`config.mk`:
```
export PLATFORM = sky130hd
export DESIGN_NAME = irst_cell
export DESIGN_NICKNAME = d
export VERILOG_FILES = /design/src/rtl/irst_pkg.sv /design/src/rtl/irst_cell.sv
export SDC_FILE = /design/constraint.sdc
export NUM_CORES = 1
export LEC_CHECK = 0
export BUFFER_PORTS_ARGS = -buffer_cell sky130_fd_sc_hd__buf_4
export CORE_AREA = 2 2 113 115
export DETAILED_ROUTE_END_ITERATION = 8
export DIE_AREA = 0 0 115 117
export GPL_TIMING_DRIVEN = 1
export PLACE_DENSITY = 0.71
export SKIP_CTS_REPAIR_TIMING = 1
export SYNTH_ARGS = -nofsm -noshare
export SYNTH_HDL_FRONTEND = slang
export SYNTH_SLANG_ARGS = --single-unit
```
`constraint.sdc`:
```
create_clock -name clk_i -period 0.8 [get_ports clk_i]
set_input_delay 0.12 -clock clk_i [delete_from_list [all_inputs] [get_ports clk_i]]
set_output_delay 0.12 -clock clk_i [all_outputs]
set_load 0.05 [all_outputs]
```
`src/rtl/irst_pkg.sv`:
```
package irst_pkg;
  localparam int unsigned TableDepth = 64;
  localparam int unsigned CoordWidth = 32;
  localparam int unsigned SlotWidth  = 6;

  typedef logic signed [CoordWidth-1:0] coord_t;
  typedef logic [SlotWidth-1:0] slot_t;

  typedef enum logic [1:0] {
    KIND_INSERT = 2'd0,
    KIND_DELETE = 2'd1,
    KIND_QUERY  = 2'd2,
    KIND_NONE   = 2'd3
  } kind_e;

  typedef enum logic [2:0] {
    ST_OK       = 3'd0,
    ST_INVERTED = 3'd1,
    ST_OVERLAP  = 3'd2,
    ST_EMPTY    = 3'd3,
    ST_FULL     = 3'd4
  } status_e;

  // one stored interval as it moves along the ring of cells
  typedef struct packed {
    logic   valid;
    coord_t left;
    coord_t right;
    coord_t level;
  } entry_t;

  // result fields, status in the lowest bits
  typedef struct packed {
    coord_t  hit_level;
    coord_t  hit_right;
    coord_t  hit_left;
    slot_t   hit_slot;
    logic    found;
    status_e status;
  } result_t;
endpackage

```
`src/rtl/irst_cell.sv`:
```
module irst_cell import irst_pkg::*; (
  input  logic   clk_i,
  input  logic   rst_ni,
  input  logic   load_i,
  input  entry_t load_entry_i,
  input  logic   shift_i,
  input  entry_t prev_i,
  output entry_t entry_o
);
  logic   valid_q;
  coord_t left_q, right_q, level_q;
  entry_t cur_entry, entry_d;

  assign cur_entry = '{valid: valid_q, left: left_q, right: right_q, level: level_q};

  always_comb begin
    entry_d = cur_entry;
    if (load_i) begin
      entry_d = load_entry_i;
    end else if (shift_i) begin
      entry_d = prev_i;
    end
  end

  always_ff @(posedge clk_i or negedge rst_ni) begin
    if (!rst_ni) begin
      valid_q <= 1'b0;
    end else begin
      valid_q <= entry_d.valid;
    end
  end

  always_ff @(posedge clk_i) begin
    left_q  <= entry_d.left;
    right_q <= entry_d.right;
    level_q <= entry_d.level;
  end

  assign entry_o = cur_entry;
endmodule

```
==> summary.txt, run 1 <==
Status
  • Status: finished with violations
  • Failing checks: negative setup slack

GRT
  • Grt peak-use layer: met2
  • Met2 Use GR: a little under a third
  • Met3 Track Usage GR: between 5 and 6%
  • Met1 Use GR: between 10% and 20%
  • Vias in the first global route: roughly 3200
  • Initial antenna violation count: 0
  • First-pass GRT wire length: roughly 16 mm
  • Global-route usage over all layers: between 15 and 20%
  • Grt ovf: 0
  • Largest net degree at the start of global routing: between 40 and 50

STA
  • Tightest Pin Transition: 0.2637 ns
  • Final setup vio count: 97
  • Final worst setup slack: -0.2595 ns
  • RSZ-0062 raised after global routing: yes
  • Clock period minus final worst setup slack: 1.060 ns
  • Tcrit/Tclk final: 132.4%
  • Final Hold Vio Count: 0
  • Worst slew margin: just over 80%
  • Peak Freq: about 0.94 GHz
  • Hold slack: 0.00002115 ns
  • Layout Skew: 0 ns
  • Setup TNS: -20.38 ns
  • Final slew viol count: 0

Worst setup path
  • Cells along the critical path: buf_6
  • Worst r2r src: valid_q
  • Crit-path slowest cell: edfxtp_1
  • Crit path DAT: approximately 0.94 ns
  • WP buf/inv: 1
  • Worst Path Max Fanout: 1
  • Startpoint Class: flop
  • CP delay by family, top: flip-flops
  • Critical path class: flop to output pin
  • WP data required: 0.68 ns
  • Worst setup EP type: output pin
  • Crit. Startpoint: level_q[10]
  • Slowest stage delay, CP: about 0.42 ns

Pwr
  • Clk pwr share: 28.5%
  • Internal power: approximately 0.011 W
  • Logic gate share of total power: 30.0%
  • Worst VDD drop: ~0.001 V
  • Sequential share of power: roughly two fifths
  • Pwr Density: approximately 2100 mW/mm^2
  • Psw: between 0.004 and 0.005 W
  • Switching share of total power: between 20% and 30%
  • LEAKAGE: between 3 and 4 nW

Floorplan
  • Initial Util: between 30% and 40%
  • Core ar.: between 0.01 and 0.015 sq mm
  • Chip width: ~120 um
  • Cell row count: 41
  • Num ports: slightly below 300
  • Die height: between 100 and 150 um
  • Die area: between 0.01 and 0.015 sq mm

Logic synthesis
  • Top post-synthesis cells by area: edfxtp_1, mux2_2, mux2_4
  • Netlist cell types: 11
  • Ys Warns: 0
  • Yosys reg bits: 97
  • Synth top area share: a little over two thirds
  • Biggest area consumer among synthesized cells: edfxtp_1
  • Synthesized area: 0.004121 sq mm
  • Cell count after synthesis: between 200 and 250
  • Syn Area/Cell: 19.72 sq um
  • Syn Nets: around 400
  • Seq/Total Area, Yosys: 70.55%

Clocking
  • Clock sinks: slightly below 100
  • Clock transition at path regs: around 0.07 ns
  • CTS tree: done
  • H-tree depth: 3
  • Root buf cell: clkbuf_16
  • TritonCTS Buffers: 9
  • Clk_lat worst skew: roughly 0.34 ns
  • CTS max path bufs: 2

Place
  • DP Worst Slack: -0.4058 ns
  • Detailed-placement wirelength estimate: between 9 and 10 mm
  • # port buffers: between 200 and 300
  • GPL Wtd Cong: about 0.75

Routing
  • Routed wire length: around 12 mm
  • Pre-antenna DRT Iters: 4
  • DR iter-0 viols: 73
  • DRC: 0
  • Routed vias/inst: between 4 and 5
  • Routed Antenna Nets: 0
  • DR vias: just over 3000
  • Drt wl/cell: around 18 um

Layout
  • Final core utilization: 59.36%
  • Fin nets: approximately 720
  • Commonest non-fill, non-tap cell in the layout: buf_4
  • Area grow syn2layout: 77.32%
  • Number of diodes: 0
  • Most frequent cells in the layout: buf_4, buf_6, edfxtp_1
  • Layout cell share with drive strength beyond 1: between 70% and 80%

Flow run
  • Number of max-cap violations: 0

Worst hold path
  • Hold path start: load_entry_i[96]
  • Hold crit path type: input port to flop
[cell usage after synthesis]
master and instances:
mux2i_1 1, mux2_4 7, o21ai_0 1, buf_2 8, buf_6 3, edfxtp_1 96, dfrtp_1 1, mux2_2 89
or2_1 1, nand2_1 1, buf_4 1
[stage by stage]
step / power [W] / std cells / instance area, sq um
after floorplan: 0.009093 / 209 / 4135
after global placement: 0.01083 / 655 / 6605
after detailed placement: 0.01090 / 655 / 6605
after CTS: 0.01536 / 670 / 6905
after global routing: 0.01625 / 672 / 7308
final: 0.01568 / 672 / 7308
[sequential cells by signal, indices dropped and copies added (netlist names)]
register and flops:
left_q 32, level_q 32, right_q 32, valid_q 1
[routing by layer]
| metal | vias up | routed length [um] |
|---|---|---|
| li1 | 1435 | - |
| met1 | 1480 | 3809 |
| met2 | 167 | 6567 |
| met3 | 30 | 1017 |
| met4 | 0 | 418 |
| met5 | - | 0 |
[power by group through the flow]
| stage | combinational (W) | clock, W | sequential [W] |
|---|---|---|---|
| 6_report | 0.00470 | 0.00446 | 0.00651 |
| 5_1_grt | 0.00489 | 0.00479 | 0.00657 |
| 4_1_cts | 0.00438 | 0.00457 | 0.00641 |
| 3_5_place_dp | 0.00438 | 0 | 0.00652 |
| 3_3_place_gp | 0.00433 | 0 | 0.00650 |
| 2_1_floorplan | 0.000621 | 0 | 0.00847 |
[path summary, 6_finish.rpt]
path / end / slack (ns) / cells past startpoint
worst max-delay path: entry_o[10] / -0.26 / 1
worst min-delay path: valid_q / 0.00002 / 3
worst max register to register: valid_q / 0.08 / 2
worst min register to register: valid_q / 0.62 / 2
max in group asynchronous: valid_q / 0.64 / 2
min in group asynchronous: valid_q / 0.08 / 2
[cells by family after synthesis]
kind of cell	Yosys count	share of synthesized area, %
buf+inv	12	1.973
compound gates	1	0.1213
mux	97	27.11
simple gates	2	0.2429
flops	97	70.55
[worst reg2reg max path: stages, from the launching register on]
cell and delay, ns:
dfrtp_1 0.39, mux2i_1 0.12, o21ai_0 0.09
[area by class of cell]
| type | count | area, sq um |
|---|---|---|
| fillers | 972 | 5004 |
| well taps | 150 | 187.7 |
| multi-input cells | 100 | 1135 |
| flip-flops and latches | 97 | 2908 |
| repair buffers | 310 | 2778 |
| clock buffers | 10 | 229.0 |
| clock inverters | 5 | 71.32 |
Note: power is estimated with default switching activity, not from simulation.
==> inputs of run 2 (changes only) <==
--- a/config.mk
+++ b/config.mk
@@ -11,6 +11,7 @@
 export DIE_AREA = 0 0 115 117
 export GPL_TIMING_DRIVEN = 1
 export PLACE_DENSITY = 0.71
+export RECOVER_POWER = 50
 export SKIP_CTS_REPAIR_TIMING = 1
 export SYNTH_ARGS = -nofsm -noshare
 export SYNTH_HDL_FRONTEND = slang
==> summary.txt, run 2 (synthesis gave the netlist of run 1 again) <==
STA
  • Final slew viol count: 0 (unchanged)
  • Worst slew margin: 82.39% (about the same)
  • Setup TNS: -39.07 ns (-18.69 ns)
  • Hold slack: -0.0001050 ns (-0.0001261 ns)
  • Peak Freq: 0.9438 GHz (about the same)
  • Layout Skew: 0 ns (unchanged)
  • Tcrit/Tclk final: 132.4% (about the same)
  • RSZ-0062 raised after global routing: yes
  • Final Hold Vio Count: 1 (+1)
  • Clock period minus final worst setup slack: 1.060 ns (+0.00003900 ns)
  • Final setup vio count: 287 (+200%)
  • Final worst setup slack: -0.2596 ns (-0.00003900 ns)
  • Tightest Pin Transition: 0.2641 ns (+0.0004197 ns)

Layout
  • Area grow syn2layout: 77.17% (about the same)
  • Most frequent cells in the layout: buf_4, buf_6, edfxtp_1
  • Layout cell share with drive strength beyond 1: 79.69% (-0.19 points)
  • Commonest non-fill, non-tap cell in the layout: buf_4
  • Number of diodes: 0 (unchanged)
  • Fin nets: 716 (unchanged)
  • Largest regs: left_q x32, level_q x32, right_q x32
  • Final core utilization: 59.31% (about the same)

Clocking
  • H-tree depth: 3 (unchanged)
  • TritonCTS Buffers: 9 (unchanged)
  • CTS tree: done
  • Clock sinks: 97 (unchanged)
  • Clock transition at path regs: 0.07 ns (about the same)
  • CTS max path bufs: 2 (unchanged)
  • Root buf cell: clkbuf_16
  • Clk_lat worst skew: 0.34 ns (about the same)

Floorplan
  • Die area: 0.01346 sq mm (unchanged)
  • Die height: 117 um (unchanged)
  • Num ports: 295 (unchanged)
  • Core ar.: 0.01231 sq mm (unchanged)
  • Initial Util: 33.48% (unchanged)
  • Chip width: 115 um (unchanged)
  • Cell row count: 41 (unchanged)

Routing
  • DR vias: 3111 (-0.032%)
  • DRC: 0 (unchanged)
  • Routed Antenna Nets: 0 (unchanged)
  • Routed vias/inst: 4.629 (about the same)
  • DR iter-0 viols: 75 (+2.7%)
  • Routed wire length: 11.82 mm (about the same)
  • Drt wl/cell: 17.58 um (about the same)
  • Pre-antenna DRT Iters: 4 (unchanged)

Pwr
  • Clk pwr share: 28.5% (about the same)
  • Logic gate share of total power: 30.0% (about the same)
  • Sequential share of power: 41.6% (about the same)
  • Pwr Density: 2146 mW/mm^2 (about the same)
  • LEAKAGE: 3.193 nW (about the same)
  • Internal power: 0.01100 W (about the same)
  • Psw: 0.004672 W (about the same)
  • Worst VDD drop: 0.001002 V (about the same)
  • Switching share of total power: 29.81% (about the same)

Worst setup path
  • CP delay by family, top: flip-flops
  • Crit path DAT: 0.94 ns (about the same)
  • WP buf/inv: 1 (unchanged)
  • WP data required: 0.68 ns (about the same)
  • Crit-path slowest cell: edfxtp_1
  • Critical path class: flop to output pin
  • Worst setup EP type: output pin
  • Crit. Startpoint: level_q[10]
  • Cells along the critical path: buf_6
  • Worst r2r src: valid_q
  • Slowest stage delay, CP: 0.42 ns (about the same)
  • Startpoint Class: flop
  • Worst Path Max Fanout: 1 (unchanged)

Flow run
  • Number of max-cap violations: 0 (unchanged)

Place
  • Detailed-placement wirelength estimate: 9.035 mm (unchanged)
  • GPL Wtd Cong: 0.7466 (unchanged)
  • # port buffers: 294 (unchanged)

GRT
  • First-pass GRT wire length: 15.99 mm (unchanged)
  • Global-route usage over all layers: 16.12% (unchanged)
  • Largest net degree at the start of global routing: 46 (unchanged)
  • Grt ovf: 0 (unchanged)
  • Vias in the first global route: 3171 (unchanged)
  • Initial antenna violation count: 0 (unchanged)

Status
  • Status: finished with violations
  • Failing checks: negative hold slack, negative setup slack

Worst hold path
  • Hold path start: load_entry_i[96]
  • Hold crit path type: input port to flop
==> run 2: layout make-up <==
class	instances	area, sq um
clock buffer	10	229.0
multi-input combinational	100	1132
fill	974	5010
timing repair buffer	310	2774
clock inverter	5	71.32
sequential	97	2908
tap	150	187.7
==> run 2: power groups by stage <==
stage	logic (W)	clock network [W]	registers [W]
CTS	0.00438	0.00457	0.00641
finish	0.00470	0.00446	0.00651
detailed placement	0.00438	0	0.00652
floorplan	0.000621	0	0.00847
global placement	0.00433	0	0.00650
global route	0.00488	0.00479	0.00657
==> run 2: worst paths after layout <==
kind | depth (start not counted) | end | slack (ns)
worst max-delay path | 1 | entry_o[10] | -0.26
worst min-delay path | 3 | valid_q | -0.0001
worst max register to register | 2 | valid_q | 0.08
worst min register to register | 2 | valid_q | 0.62
max in group asynchronous | 2 | valid_q | 0.62
min in group asynchronous | 2 | valid_q | 0.10
==> run 2: through the flow <==
stage,setup slack (ns),hold slack [ns],cells,total power [W],cell area (sq um)
after floorplan,-0.8317,-0.1756,209,0.009093,4135
after global placement,-0.3664,-0.1033,655,0.01083,6605
after detailed placement,-0.4058,-0.1019,655,0.01090,6605
after CTS,-0.3107,-0.4775,670,0.01536,6905
after global routing,-0.3016,0.01331,672,0.01624,7302
final,-0.2596,-0.0001050,672,0.01567,7302
==> run 2: routing by layer <==
metal,GRT usage [%],wire length (um)
met5,0,0
met1,15.03,3803
met3,5.355,1017
met2,30.39,6576
met4,9.799,418
